--- src/rtl/sbpf_pkg.sv ---
package sbpf_pkg;

   // packet constants
   localparam logic [7:0]  SYNC_BYTE     = 8'hFF;
   localparam logic [7:0]  SYNC_TAIL     = 8'hFD;
   localparam logic [7:0]  INSTR_WRITE   = 8'h03;
   localparam logic [7:0]  INSTR_READ    = 8'h02;
   localparam logic [15:0] CRC_POLY      = 16'h8005;
   localparam logic [15:0] CRC_MSB       = 16'h8000;
   localparam int          MAX_WRITE_BYTES = 4;

   // fixed header bytes counted by the length field: instruction, address, crc
   localparam int          LEN_FIXED     = 5;

   localparam int          STEP_W        = 4;
   localparam int          IDX_W         = 2;

   typedef enum logic [3:0] {
      SRC_SYNC,
      SRC_TAIL,
      SRC_ZERO,
      SRC_ID,
      SRC_LEN,
      SRC_INSTR,
      SRC_ADDR_LO,
      SRC_ADDR_HI,
      SRC_DATA,
      SRC_CRC_LO,
      SRC_CRC_HI
   } src_type;

   typedef enum logic [1:0] {
      COND_NEXT,
      COND_LOOP,
      COND_END
   } cond_type;

   typedef enum logic {
      SEQ_IDLE,
      SEQ_RUN
   } seq_state_type;

   typedef struct packed {
      src_type             src;
      logic                feed;
      logic                last;
      cond_type            cond;
      logic [STEP_W-1:0]   target;
   } ucode_type;

   // sequencer to datapath control
   typedef struct packed {
      logic                load;
      logic                emit;
      src_type             src;
      logic                feed;
      logic                last;
      logic [IDX_W-1:0]    data_idx;
   } dp_ctl_type;

   // microcode program, one word per packet byte, the data bytes sharing one looped word
   function automatic ucode_type ucode_word(input logic [STEP_W-1:0] step);
      ucode_type w;
      w = '{src: SRC_ZERO, feed: 1'b0, last: 1'b0, cond: COND_END, target: '0};
      unique case (step)
         4'd0:  w = '{SRC_SYNC,    1'b1, 1'b0, COND_NEXT, 4'd0};
         4'd1:  w = '{SRC_SYNC,    1'b1, 1'b0, COND_NEXT, 4'd0};
         4'd2:  w = '{SRC_TAIL,    1'b1, 1'b0, COND_NEXT, 4'd0};
         4'd3:  w = '{SRC_ZERO,    1'b1, 1'b0, COND_NEXT, 4'd0};
         4'd4:  w = '{SRC_ID,      1'b1, 1'b0, COND_NEXT, 4'd0};
         4'd5:  w = '{SRC_LEN,     1'b1, 1'b0, COND_NEXT, 4'd0};
         4'd6:  w = '{SRC_ZERO,    1'b1, 1'b0, COND_NEXT, 4'd0};
         4'd7:  w = '{SRC_INSTR,   1'b1, 1'b0, COND_NEXT, 4'd0};
         4'd8:  w = '{SRC_ADDR_LO, 1'b1, 1'b0, COND_NEXT, 4'd0};
         4'd9:  w = '{SRC_ADDR_HI, 1'b1, 1'b0, COND_NEXT, 4'd0};
         4'd10: w = '{SRC_DATA,    1'b1, 1'b0, COND_LOOP, 4'd10};
         4'd11: w = '{SRC_CRC_LO,  1'b0, 1'b0, COND_NEXT, 4'd0};
         4'd12: w = '{SRC_CRC_HI,  1'b0, 1'b1, COND_END,  4'd0};
         default: w = '{SRC_ZERO,  1'b0, 1'b1, COND_END,  4'd0};
      endcase
      return w;
   endfunction

endpackage

--- src/rtl/servo_bus_packet_framer_core.sv ---
// first byte: after the request load, the sequencer emits it into the output register
// throughput: one byte per cycle unless rsp_ready stalls, 13..16 bytes per packet
//   (write 12 + data count, read 14); the next request is taken only after the last
//   byte, once the sequencer is idle; a single microcode step counter steps each packet
// reset: synchronous active high; clears sequencer, crc and output valid
module servo_bus_packet_framer_core import sbpf_pkg::*; (
   input  logic        clock,
   input  logic        reset,
   // request channel
   input  logic        req_valid,
   output logic        req_ready,
   input  logic        req_opcode,
   input  logic [7:0]  req_servo_id,
   input  logic [15:0] req_reg_address,
   input  logic [31:0] req_write_value,
   input  logic [2:0]  req_write_bytes,
   input  logic [15:0] req_read_length,
   // response channel, one transaction per packet byte
   output logic        rsp_valid,
   input  logic        rsp_ready,
   output logic [7:0]  rsp_out_byte,
   output logic        rsp_last_byte
);

   dp_ctl_type ctl;
   logic       slot_free;
   logic       data_done;
   logic [7:0] byte_next;

   logic       rsp_valid_ff, rsp_valid_in;
   logic [7:0] rsp_byte_ff;
   logic       rsp_last_ff;

   // output register is free when empty or being drained this cycle
   assign slot_free = !rsp_valid_ff || rsp_ready;

   // microcode sequencer: step counter, program rom, data loop
   sbpf_seq u_seq (
      .clock     (clock),
      .reset     (reset),
      .req_valid (req_valid),
      .req_ready (req_ready),
      .slot_free (slot_free),
      .data_done (data_done),
      .ctl       (ctl)
   );

   // datapath: held request, byte select, crc accumulator
   sbpf_dp u_dp (
      .clock           (clock),
      .reset           (reset),
      .ctl             (ctl),
      .req_opcode      (req_opcode),
      .req_servo_id    (req_servo_id),
      .req_reg_address (req_reg_address),
      .req_write_value (req_write_value),
      .req_write_bytes (req_write_bytes),
      .req_read_length (req_read_length),
      .byte_out        (byte_next),
      .data_done       (data_done)
   );

   // output valid tracks emitted bytes against downstream take
   always_comb begin
      rsp_valid_in = rsp_valid_ff;
      if (ctl.emit)      rsp_valid_in = 1'b1;
      else if (rsp_ready) rsp_valid_in = 1'b0;
   end

   always_ff @(posedge clock) begin
      if (reset) begin
         rsp_valid_ff <= 1'b0;
      end else begin
         rsp_valid_ff <= rsp_valid_in;
      end
   end

   // output payload, loaded with each emitted byte
   always_ff @(posedge clock) begin
      if (ctl.emit) begin
         rsp_byte_ff <= byte_next;
         rsp_last_ff <= ctl.last;
      end
   end

   assign rsp_valid     = rsp_valid_ff;
   assign rsp_out_byte  = rsp_byte_ff;
   assign rsp_last_byte = rsp_last_ff;

endmodule

--- src/rtl/sbpf_seq.sv ---
module sbpf_seq import sbpf_pkg::*; (
   input  logic       clock,
   input  logic       reset,
   input  logic       req_valid,
   output logic       req_ready,
   input  logic       slot_free,
   input  logic       data_done,
   output dp_ctl_type ctl
);

   seq_state_type     state_ff, state_in;
   logic [STEP_W-1:0] step_ff, step_in;
   logic [IDX_W-1:0]  idx_ff, idx_in;
   ucode_type         word;
   logic              load;
   logic              advance;

   assign word    = ucode_word(step_ff);
   assign load    = req_valid && (state_ff == SEQ_IDLE);
   assign advance = (state_ff == SEQ_RUN) && slot_free;

   // next state
   always_comb begin
      state_in = state_ff;
      unique case (state_ff)
         SEQ_IDLE: begin
            if (req_valid) state_in = SEQ_RUN;
         end
         SEQ_RUN: begin
            if (advance && word.cond == COND_END) state_in = SEQ_IDLE;
         end
         default: state_in = SEQ_IDLE;
      endcase
   end

   // outputs
   always_comb begin
      req_ready    = (state_ff == SEQ_IDLE);
      ctl.load     = load;
      ctl.emit     = advance;
      ctl.src      = word.src;
      ctl.feed     = word.feed;
      ctl.last     = word.last;
      ctl.data_idx = idx_ff;
   end

   // step counter with conditional jumps
   always_comb begin
      step_in = step_ff;
      idx_in  = idx_ff;
      if (load) begin
         step_in = '0;
         idx_in  = '0;
      end else if (advance) begin
         priority case (word.cond)
            COND_LOOP: begin
               if (data_done) begin
                  step_in = step_ff + 1'b1;
               end else begin
                  step_in = word.target;
                  idx_in  = idx_ff + 1'b1;
               end
            end
            COND_END: step_in = '0;
            default:  step_in = step_ff + 1'b1;
         endcase
      end
   end

   always_ff @(posedge clock) begin
      if (reset) begin
         state_ff <= SEQ_IDLE;
         step_ff  <= '0;
         idx_ff   <= '0;
      end else begin
         state_ff <= state_in;
         step_ff  <= step_in;
         idx_ff   <= idx_in;
      end
   end

   a_end_to_idle: assert property (@(posedge clock) disable iff (reset)
      (advance && word.last) |=> (state_ff == SEQ_IDLE && step_ff == '0))
      else $error("packet end did not return to idle");

   a_stall_holds: assert property (@(posedge clock) disable iff (reset)
      (state_ff == SEQ_RUN && !slot_free) |=> ($stable(step_ff) && $stable(idx_ff)))
      else $error("step moved while output stalled");

   a_load_starts: assert property (@(posedge clock) disable iff (reset)
      load |=> (state_ff == SEQ_RUN && step_ff == '0 && idx_ff == '0))
      else $error("load did not start the program");

   a_idx_only_data: assert property (@(posedge clock) disable iff (reset)
      (state_ff == SEQ_RUN && word.src != SRC_DATA && step_ff != '0 &&
       word.src != SRC_CRC_LO && word.src != SRC_CRC_HI) |-> (idx_ff == '0))
      else $error("data index moved outside the data loop");

endmodule

--- src/rtl/sbpf_dp.sv ---
module sbpf_dp import sbpf_pkg::*; (
   input  logic        clock,
   input  logic        reset,
   input  dp_ctl_type  ctl,
   input  logic        req_opcode,
   input  logic [7:0]  req_servo_id,
   input  logic [15:0] req_reg_address,
   input  logic [31:0] req_write_value,
   input  logic [2:0]  req_write_bytes,
   input  logic [15:0] req_read_length,
   output logic [7:0]  byte_out,
   output logic        data_done
);

   logic [7:0]       id_ff;
   logic [15:0]      addr_ff;
   logic [31:0]      payload_ff;
   logic             read_ff;
   logic [IDX_W-1:0] cnt_m1_ff, cnt_m1_in;
   logic [15:0]      crc_ff, crc_in;

   function automatic logic [15:0] crc_feed(input logic [15:0] crc, input logic [7:0] b);
      logic [15:0] c;
      c = crc ^ {b, 8'h00};
      for (int k = 0; k < 8; k++) begin
         if ((c & CRC_MSB) != 16'h0000) c = (c << 1) ^ CRC_POLY;
         else                          c = c << 1;
      end
      return c;
   endfunction

   // clamp write count to 1..MAX_WRITE_BYTES, stored minus one; reads store a count of two
   always_comb begin
      if (req_opcode) begin
         cnt_m1_in = IDX_W'(1);
      end else if (req_write_bytes == 3'd0) begin
         cnt_m1_in = '0;
      end else if (req_write_bytes > 3'(MAX_WRITE_BYTES)) begin
         cnt_m1_in = IDX_W'(MAX_WRITE_BYTES - 1);
      end else begin
         cnt_m1_in = IDX_W'(req_write_bytes - 3'd1);
      end
   end

   always_comb begin
      unique case (ctl.src)
         SRC_SYNC:    byte_out = SYNC_BYTE;
         SRC_TAIL:    byte_out = SYNC_TAIL;
         SRC_ZERO:    byte_out = 8'h00;
         SRC_ID:      byte_out = id_ff;
         SRC_LEN:     byte_out = 8'(LEN_FIXED + 1) + {6'b0, cnt_m1_ff};
         SRC_INSTR:   byte_out = read_ff ? INSTR_READ : INSTR_WRITE;
         SRC_ADDR_LO: byte_out = addr_ff[7:0];
         SRC_ADDR_HI: byte_out = addr_ff[15:8];
         SRC_DATA:    byte_out = 8'(payload_ff >> {ctl.data_idx, 3'b000});
         SRC_CRC_LO:  byte_out = crc_ff[7:0];
         SRC_CRC_HI:  byte_out = crc_ff[15:8];
         default:     byte_out = 8'h00;
      endcase
   end

   assign data_done = (ctl.data_idx == cnt_m1_ff);

   always_comb begin
      crc_in = crc_ff;
      if (ctl.load)                  crc_in = '0;
      else if (ctl.emit && ctl.feed) crc_in = crc_feed(crc_ff, byte_out);
   end

   always_ff @(posedge clock) begin
      if (reset) begin
         crc_ff <= '0;
      end else begin
         crc_ff <= crc_in;
      end
   end

   // request hold registers
   always_ff @(posedge clock) begin
      if (ctl.load) begin
         id_ff      <= req_servo_id;
         addr_ff    <= req_reg_address;
         payload_ff <= req_opcode ? {16'h0000, req_read_length} : req_write_value;
         read_ff    <= req_opcode;
         cnt_m1_ff  <= cnt_m1_in;
      end
   end

endmodule
--- config.mk ---
export PLATFORM = sky130hd
export DESIGN_NAME = servo_bus_packet_framer_core
export DESIGN_NICKNAME = d
export VERILOG_FILES = /design/src/rtl/sbpf_pkg.sv /design/src/rtl/servo_bus_packet_framer_core.sv /design/src/rtl/sbpf_seq.sv /design/src/rtl/sbpf_dp.sv
export SDC_FILE = /design/constraint.sdc
export NUM_CORES = 1
export LEC_CHECK = 0
export BUFFER_PORTS_ARGS = -buffer_cell sky130_fd_sc_hd__buf_4
export CAP_MARGIN = 0
export CORE_AREA = 2 2 103 105
export CTS_BUF_LIST = sky130_fd_sc_hd__clkbuf_4 sky130_fd_sc_hd__clkbuf_8
export CTS_CLUSTER_DIAMETER = 120
export DETAILED_ROUTE_END_ITERATION = 16
export DIE_AREA = 0 0 105 107
export GPL_ROUTABILITY_DRIVEN = 0
export PLACE_DENSITY = 0.78
export SLEW_MARGIN = 20
export SYNTH_ARGS = -nofsm -noshare
export SYNTH_HDL_FRONTEND = slang
export SYNTH_HIERARCHICAL = 1
export SYNTH_SLANG_ARGS = --single-unit
export TNS_END_PERCENT = 10
--- constraint.sdc ---
create_clock -name clock -period 5.8 [get_ports clock]
set_input_delay 0.29 -clock clock [delete_from_list [all_inputs] [get_ports clock]]
set_output_delay 0.29 -clock clock [all_outputs]
set_load 0.03 [all_outputs]
==> results of run 1 <==
[registers in the layout, indices dropped and copies added (netlist names), 2 cells and up]
signal / flops
u_dp/addr_ff: 16
u_dp/id_ff: 8
u_seq/step_ff: 4
u_seq/idx_ff: 2
u_dp/payload_ff: 32
u_dp/crc_ff: 16
u_dp/cnt_m1_ff: 2
rsp_out_byte: 8
u_seq/word: 7
[worst max-delay path: stages, from the launching register on]
cell and delay, ps:
dfxtp_1 870, nor4b_2 750, nand2_1 160, nand4_2 120
xor2_1 230, xnor3_1 290, xnor3_2 460, xor2_1 180
o31ai_2 180
[synthesized netlist by cell type (all sizes together), types with 5 or more instances]
master and number:
a21oi 20, mux2 17, nand3 5, nor2b 18, xnor2 13, mux4 8, nand3b 13, o21ai 6
nor3 8, xor2 12, a211oi 6, dfxtp 31, inv 11, nor2 21, buf 21, clkbuf 10
ha 6, nand4b 5, edfxtp 68, nand2 30
[through the flow]
step	util	hold slack (ps)	power (uW)	setup slack (ps)	area, um^2
floorplan	-	352	904	3200	4980
global route	0.577	77.7	1440	2300	5820
global placement	0.557	455	962	2650	5620
CTS	0.577	85.0	1400	2550	5820
detailed placement	0.557	470	968	2590	5620
finish	0.577	98.8	1390	2470	5820
[power by group through the flow]
stage | sequential [uW] | clock, uW | combinational (uW)
finish | 808 | 441 | 143
CTS | 808 | 449 | 144
detailed placement | 825 | 0 | 143
global placement | 823 | 0 | 139
global route | 811 | 473 | 157
floorplan | 818 | 0 | 85.6
[final timing paths]
check	slack, ps	end	cells after the start	start
worst min-delay path	100	u_dp/id_ff[0]	1	req_servo_id[0]
worst min register to register	490	rsp_last_byte	0	u_seq/word[6]
worst max-delay path	2470	u_dp/crc_ff[1]	8	u_seq/word[11]
worst max register to register	2470	u_dp/crc_ff[1]	8	u_seq/word[11]
[metal layers]
metal | share of wire | wire length, um | vias to the layer above | GRT usage
li1 | - | - | 1599 | -
met3 | 0.069 | 659 | 16 | 0.0328
met4 | 0.020 | 195 | 0 | 0.0676
met5 | 0 | 0 | - | 0
met1 | 0.45 | 4320 | 1553 | 0.233
met2 | 0.46 | 4410 | 153 | 0.278
[cell families after synthesis]
group / count (synthesis)
and+or+nand+nor: 130
DFF: 99
xor gates and xnor gates: 28
adders and majority gates: 6
AOI/OAI and AO/OA: 65
muxes: 29
buffers and inverters: 43
[layout by cell type, fill, tap and decap left out, types with 4 or more instances in the layout]
cell / synthesis / layout
a211oi_1: 5 / 5
a21oi_1: 19 / 19
buf_4: 11 / 91
clkbuf_8: 2 / 9
dfxtp_1: 31 / 31
edfxtp_1: 68 / 68
ha_1: 6 / 6
inv_1: 11 / 11
mux2_2: 16 / 16
mux2i_1: 4 / 4
mux4_2: 5 / 5
nand2_1: 30 / 30
nand3_1: 5 / 5
nand3b_1: 13 / 13
nand4b_1: 5 / 5
nor2_1: 21 / 21
nor2b_1: 18 / 17
nor3_1: 5 / 5
o21ai_0: 6 / 6
xnor2_1: 11 / 11
xor2_1: 11 / 11
[cell type report]
| class | instances | area share |
|---|---|---|
| Clock inverter | 7 | 0.0129 |
| Multi-Input combinational cell | 258 | 0.355 |
| Timing Repair Buffer | 91 | 0.117 |
| Inverter | 11 | 0.00710 |
| Tap cell | 136 | 0.0292 |
| Clock buffer | 9 | 0.0213 |
| Sequential cell | 99 | 0.458 |
==> impl_metrics.yaml, run 1 <==
floorplan:
  core_um2: 10100
  die_area_um2: 11200
  ioPinCount: 91
  die_width_um: 105
  rows: 37
  dieHeight_um: 107
  initial_core_util: 0.493
clock_tree:
  insertion_delay_ps: 360
  cts_num_sinks: 99
  hold_buffers: 0
  htree_levels: 3
  ctsRootBufferMaster: "clkbuf_8"
  postCtsResizedCells: 0
  clk_pin_slew_ps: 100
  cts_setup_buffers: 0
  cts_buffers: 9
  cts_tree: "yes"
  clockBufferDepth: 2
synthesis:
  yosysSeqAreaShare: 0.535
  ys_warn_count: 6
  yosys.cell_types.count: 71
  synth-edff-count: 68
  ys_seq_elements: 99
  synth_xor_area_frac: 0.0626
  synth_compound_area_frac: 0.0928
  synth_mux_area_frac: 0.0850
  yosys-top-cells-area: "edfxtp_1, dfxtp_1, mux2_2"
  yosys.area_share.simple: 0.158
  synth_cells: 400
  synth_top_family_by_area: "simple AND/OR/NAND/NOR gates"
  yosys.area_share.adder: 0.0151
  syn-cell-area_um2: 4980
  synth_ff_type: "edfxtp_1"
  async_flop_share: 0
  synth_nets: 486
  yosysTopAreaCellShare: 0.410
  yosys.area.top_type: "edfxtp_1"
  syn_avg_cell_area_um2: 12.4
global_route:
  grt_max_degree: 64
  grt_overflow_total: 0
  grt_pass1_wl_mm: 15.2
  antenna_found_initial: 0
  grt_pass1_vias: 3120
  track_usage: 0.173
finish:
  diodes: 0
  layout-drive-gt1-share: 0.312
  syn_to_final_growth_pct: 16.9
  finalNetCount: 556
  multi_input_area_um2: 2060
  final_cell_count_no_fill: 611
  seq_area_um2: 2660
  fillCellCount: 840
sta:
  setup_viol: 0
  rsz0062_at_grt: "false"
  setup-tns-final_ps: 0
  min_period_ps: 3330
  fin_crit_sh: 0.575
  skew_ps: 9.11
  worst-slew-pin-transition_ps: 1000
  hold_viol: 0
  fmax_ghz: 0.300
  relSlewSlack: 0.332
  slew_viol_final: 0
worst_setup_path:
  critPathLaunchType: "flop"
  crit_type: "reg -> reg"
  end_kind: "flop"
  critPathMaxFanout: 31
  cp.required_ps: 6080
  cp.arrival_ps: 3610
power:
  switching_share: 0.231
  pwr-share-comb: 0.103
  p_per_area_nw_per_um2: 239
  ir_drop_v: 0.000135
  seqPwrFrac: 0.581
  pwr-share-clk: 0.317
  p_leak_uw: 0.00206
  p_switching_uw: 321
  p_int_uw: 1070
routing:
  viasPerCell: 5.44
  wirelength_mm: 9.59
  drc: 0
  drtIter0Drc: 227
  drtAntennaViolNets: 0
  firstDrtPassIters: 6
  via_count: 3321
  wl_per_cell_um: 15.7
placement:
  hpwl_mm: 7.09
  portBuffers: 90
  dp_cells: 595
min_path:
  holdCritPathClass: "in -> reg"
flow_run:
  drv_cap: 0
run_status:
  outcome: "finished, final reports clean"
(Power assumes the default switching activity.)
==> inputs of run 2 (changes only) <==
Settings changed: ABC_AREA set to 1, CORE_AREA 2 2 103 105 to 2 2 105 107, DIE_AREA 0 0 105 107 to 0 0 107 109, PLACE_DENSITY 0.78 to 0.8.
Clock period 5.8 ns to 2.9 ns, I/O delays scaled along.
==> run 2 against run 1 <==
Effect of this change: largest power group unchanged; final cell count up 45%; critical endpoint is now u_dp/crc_ff[2]; synthesized area rose by 3.4%; first-iteration DRC count fell by 4.8%.
==> impl_metrics.yaml, run 2 <==
finish:
  diodes: 0
  layout_common_cells: "nand2_1, buf_4, inv_1"
  regMostFlops: "u_dp/payload_ff"
  final_area_um2: 6360
  final_common_cell: "nand2_1"
  syn_to_final_growth_pct: 23.7
  finalNetCount: 829
  largest_reg_flops: 32
  largest_registers: "u_dp/payload_ff x32, u_dp/addr_ff x16, u_dp/crc_ff x16"
  layout-drive-gt1-share: 0.207
  fillCellCount: 876
worst_setup_path:
  cp_common_cell: "nand2_1"
  timing.rr.end: "u_dp/crc_ff[2]"
  critical_path.max_stage_delay_ps: 380
  cp.arrival_ps: 2830
  crit_end: "u_dp/crc_ff[2]"
  cp_slowest_cell: "dfxtp_1"
  critPathLaunchType: "flop"
  critPathMaxFanout: 7
  reg2reg_slack_ps: 390
  reg2reg_from: "u_seq/word[10]"
  cp.required_ps: 3210
  crit_type: "reg -> reg"
  path_cells: "nor2_2 > nand2_1 > inv_2 > nand2_1 > nand2_1 > nor2_2 > nand3_2 > nand2_1 > nand2_1 > nand2_1 > nand2_1 > nand3_2 > nand2_2 > nand2_1 > nand3_1 > nand3_1 > nand2_1 > nand2_1 > nor2_2"
  startpoint: "u_seq/word[10]"
  end_kind: "flop"
  reg2reg_depth: 19
clock_tree:
  postCtsResizedCells: 0
  ctsRootBufferMaster: "clkbuf_8"
  insertion_delay_ps: 370
  htree_levels: 3
  clockBufferDepth: 2
  cts_buffers: 9
  cts_num_sinks: 99
  clk_pin_slew_ps: 90
  cts_tree: "yes"
flow_run:
  drv_cap: 0
synthesis:
  yosys-top-cells-area: "edfxtp_1, nand2_1, dfxtp_1"
  synth_cells: 632
  synth-edff-count: 68
  async_flop_share: 0
  ys_warn_count: 6
  yosysTopAreaCellShare: 0.397
  synth_nets: 718
  ys_seq_elements: 99
  yosys.area.top_type: "edfxtp_1"
  syn-cell-area_um2: 5140
  syn_avg_cell_area_um2: 8.14
  yosys.cell_types.count: 33
  yosysSeqAreaShare: 0.518
  synth_ff_type: "edfxtp_1"
  synth_most_common_cell: "nand2_1"
  synth_common_cells: "nand2_1, inv_1, edfxtp_1"
power:
  pwr-share-clk: 0.293
  pwr-share-comb: 0.132
  seqPwrFrac: 0.575
  p_switching_uw: 703
  p_leak_uw: 0.00293
  p_int_uw: 2120
  switching_share: 0.249
  p_per_area_nw_per_um2: 444
  ir_drop_v: 0.000221
routing:
  via_count: 4545
  drtIter0Drc: 216
  firstDrtPassIters: 5
  wirelength_mm: 12.1
  viasPerCell: 5.12
  drc: 0
  drtAntennaViolNets: 0
  wl_per_cell_um: 13.6
floorplan:
  core_um2: 10600
  rows: 38
  die_width_um: 107
  initial_core_util: 0.485
  die_area_um2: 11700
  ioPinCount: 91
  dieHeight_um: 109
sta:
  fin_crit_sh: 0.867
  rsz0062_at_grt: "false"
  hold_viol: 0
  setup_viol: 0
  setup_ws_ps: 385
  worst-slew-pin-transition_ps: 674
  skew_ps: 5.48
  relSlewSlack: 0.551
  holdWs_ps: 35.8
  setup-tns-final_ps: 0
  fmax_ghz: 0.398
  slew_viol_final: 0
  min_period_ps: 2510
global_route:
  grt_pass1_vias: 4398
  track_usage: 0.218
  grt_pass1_wl_mm: 19.7
  grt_overflow_total: 0
  antenna_found_initial: 0
  grt_max_degree: 56
placement:
  portBuffers: 90
  place_ws_ps: 477
  hpwl_mm: 8.82
  dpl_cell_area_um2: 5930
run_status:
  outcome: "finished, final reports clean"
min_path:
  holdCritPathClass: "in -> reg"
[run 2: power groups by stage]
| stage | clock (uW) | combinational, uW | sequential (uW) |
|---|---|---|---|
| 2_1_floorplan | 0 | 199 | 1640 |
| 3_3_place_gp | 0 | 329 | 1650 |
| 3_5_place_dp | 0 | 341 | 1650 |
| 4_1_cts | 838 | 371 | 1620 |
| 5_1_grt | 891 | 415 | 1630 |
| 6_report | 827 | 374 | 1620 |
[run 2: cells by family after synthesis]
family / count (synthesis) / share of synthesized area
adder cells (fa/ha/maj): 6 / 0.0146
flip-flops: 99 / 0.518
XOR/XNOR: 6 / 0.0102
AND/OR/NAND/NOR: 354 / 0.305
AO/OA/AOI/OAI: 55 / 0.0630
buffers and inverters: 112 / 0.0898
[run 2: worst min path at each step]
stage | from | depth (start not counted) | end | slack (ps)
6_report | req_write_value[5] | 3 | u_dp/payload_ff[5] | 40
5_1_grt | req_write_value[4] | 3 | u_dp/payload_ff[4] | 40
4_1_cts | req_write_value[13] | 3 | u_dp/payload_ff[13] | 30
3_5_place_dp | req_reg_address[8] | 1 | u_dp/addr_ff[8] | 320
3_3_place_gp | req_reg_address[8] | 1 | u_dp/addr_ff[8] | 320
2_1_floorplan | reset | 1 | rsp_valid | 210
[run 2: what timing repair did]
item,CTS,global route
endpoints found under the hold margin,26,0
hold buffers,25,0
setup buffers,0,0
[run 2: worst max-delay path, delay by kind of cell, from the launching register on]
| family | cells | cell delay [ps] |
|---|---|---|
| buf+inv | 1 | 100 |
| flops | 1 | 380 |
| simple gates | 18 | 1990 |
[run 2: cell type report]
class / instances / area, um^2 / share of cell area
Clock buffer: 13 / 160 / 0.0252
Tap cell: 140 / 175 / 0.0275
Multi-Input combinational cell: 421 / 2030 / 0.319
Clock inverter: 3 / 23.8 / 0.00374
Sequential cell: 99 / 2660 / 0.418
Inverter: 91 / 343 / 0.0539
Timing Repair Buffer: 121 / 971 / 0.153
[run 2: metal layers]
metal  track usage  vias up  share of wire
met5             0        -              0
met4        0.0965        0          0.027
met3        0.0341       34          0.067
met2         0.379      204           0.49
met1         0.268     2055           0.42
li1              -     2252              -
[run 2: per-stage QoR]
stage          power, uW  utilization  std cells
2_1_floorplan       1840            -        632
3_3_place_gp        1980        0.559        847
3_5_place_dp        2000        0.559        847
4_1_cts             2830        0.600        888
5_1_grt             2940        0.600        888
6_report            2820        0.600        888
==> inputs of run 3 (changes only) <==
Settings changed: CORE_AREA 2 2 105 107 to 2 2 75 149, DIE_AREA 0 0 107 109 to 0 0 77 151, PLACE_DENSITY 0.8 to 0.72.
==> run 3 against run 2 <==
Effect of this change: register-to-register slack worse by 120 ps; sequential cell count stayed put; routed wire length rose by 9.3%; hold slack better by 2.1 ps; worst setup slack worse by 120 ps; clock-buffer cell count down 4.
==> impl_metrics.yaml, run 3 (synthesis results as in run 2) <==
run_status:
  outcome: "finished, final reports clean"
sta:
  fin_crit_sh: 0.907
  worst-slew-pin-transition_ps: 718
  setup_viol: 0
  skew_ps: 11.2
  relSlewSlack: 0.521
  setup-tns-final_ps: 0
  hold_viol: 0
  rsz0062_at_grt: "false"
  holdWs_ps: 37.9
  fmax_ghz: 0.380
  slew_viol_final: 0
  min_period_ps: 2630
power:
  p_leak_uw: 0.00294
  pwr-share-comb: 0.128
  pwr-share-clk: 0.320
  p_per_area_nw_per_um2: 462
  p_switching_uw: 776
  p_int_uw: 2170
  seqPwrFrac: 0.552
  switching_share: 0.264
  ir_drop_v: 0.000335
worst_setup_path:
  cp_top_family: "simple AND/OR/NAND/NOR gates"
  reg2reg_slack_ps: 270
  timing.rr.end: "u_dp/crc_ff[0]"
  path_cells: "buf_4 > inv_1 > nor2_1 > o21ai_0 > o21ai_0 > nand2_1 > nand2_2 > nand2_1 > nand2_1 > nand2_1 > nand2_2 > nand2_2 > nand2_1 > nand2_2 > nand2_2 > nand2_1 > nand3_1 > nand3_1 > o211ai_1 > inv_1"
  end_kind: "flop"
  cp.arrival_ps: 2900
  crit_type: "reg -> reg"
  worst-path-stages: 20
  cp_slowest_cell: "dfxtp_1"
  reg2reg_from: "u_seq/idx_ff[1]"
  reg2reg_depth: 20
  cp_common_cell: "nand2_1"
  cp.required_ps: 3170
  critical_path.max_stage_delay_ps: 320
  crit_buf_inv: 3
  critPathLaunchType: "flop"
  critPathMaxFanout: 12
floorplan:
  initial_core_util: 0.491
  ioPinCount: 91
  die_width_um: 77
  core_um2: 10500
  die_area_um2: 11600
  dieHeight_um: 151
  rows: 53
placement:
  dpl_cell_area_um2: 5920
  hpwl_mm: 9.87
  portBuffers: 90
finish:
  regMostFlops: "u_dp/payload_ff"
  syn_to_final_growth_pct: 24.0
  largest_reg_flops: 32
  fillCellCount: 983
  diodes: 0
  seq_area_um2: 2660
  multi_input_area_um2: 2030
  final_common_cell: "nand2_1"
  finalNetCount: 828
  layout-drive-gt1-share: 0.207
  final_area_um2: 6380
  layout_common_cells: "nand2_1, buf_4, inv_1"
  largest_registers: "u_dp/payload_ff x32, u_dp/addr_ff x16, u_dp/crc_ff x16"
global_route:
  grt_max_degree: 57
  grt_pass1_wl_mm: 20.5
  grt_overflow_total: 0
  track_usage: 0.229
  grt_pass1_vias: 4544
  antenna_found_initial: 0
clock_tree:
  ctsRootBufferMaster: "clkbuf_8"
  clk_pin_slew_ps: 110
  clockBufferDepth: 2
  cts_buffers: 9
  cts_num_sinks: 99
  cts_tree: "yes"
  htree_levels: 3
  cts_setup_buffers: 0
  insertion_delay_ps: 370
min_path:
  holdCritPathClass: "in -> reg"
  hold_start: "req_write_value[11]"
  hold_end: "u_dp/payload_ff[11]"
  holdPathStages: 3
routing:
  wl_per_cell_um: 15.0
  firstDrtPassIters: 5
  drtAntennaViolNets: 0
  drtIter0Drc: 312
  wirelength_mm: 13.3
  viasPerCell: 5.16
  via_count: 4558
  drc: 0
flow_run:
  drv_cap: 0
-- run 3: worst register-to-register path: cells and delay by family, from the launching register on --
kind | cells | cell delay [ps]
AOI/OAI and AO/OA | 3 | 420
DFF | 1 | 320
buffers and inverters | 3 | 430
and+or+nand+nor | 14 | 1390
-- run 3: how the worst max path moves through the flow --
stage	startpoint	to	slack (ps)
floorplan	u_seq/word[9]	u_dp/crc_ff[2]	840
global placement	u_seq/word[9]	u_dp/crc_ff[2]	360
detailed placement	u_seq/word[9]	u_dp/crc_ff[0]	210
CTS	u_seq/word[9]	u_dp/crc_ff[0]	200
global route	u_seq/idx_ff[1]	u_dp/crc_ff[2]	20
finish	u_seq/idx_ff[1]	u_dp/crc_ff[0]	270
-- run 3: cell type report --
| class | count | share of cell area |
|---|---|---|
| clock buffer | 9 | 0.0194 |
| clock inverter | 7 | 0.0130 |
| inverter | 91 | 0.0538 |
| multi-input combinational | 421 | 0.318 |
| sequential | 99 | 0.418 |
| tap | 137 | 0.0269 |
| timing repair buffer | 120 | 0.151 |
-- run 3: timing repair --
action                                  in CTS  in global routing
hold buffers                                25                  0
gates resized for setup                      0                  1
endpoints found under the setup margin       0                  3
hold endpoints to repair                    26                  0
-- run 3: stage by stage --
step | setup WS [ps] | power (uW) | instances | util
CTS | 198 | 2950 | 884 | 0.608
floorplan | 841 | 1840 | 632 | -
detailed placement | 209 | 2000 | 843 | 0.565
finish | 269 | 2940 | 884 | 0.609
global placement | 359 | 1990 | 843 | 0.565
global route | 17.3 | 3060 | 884 | 0.609
-- run 3: power by group through the flow --
stage	combinational, uW	clock, uW	sequential (uW)
floorplan	199	0	1640
global placement	335	0	1650
detailed placement	345	0	1650
CTS	373	958	1620
global route	418	1010	1630
finish	378	942	1620
-- run 3: per-layer routing --
metal / wire length [um] / global-route usage
met2: 7640 / 0.466
met5: 0 / 0
met4: 614 / 0.131
met1: 4450 / 0.204
met3: 551 / 0.0387
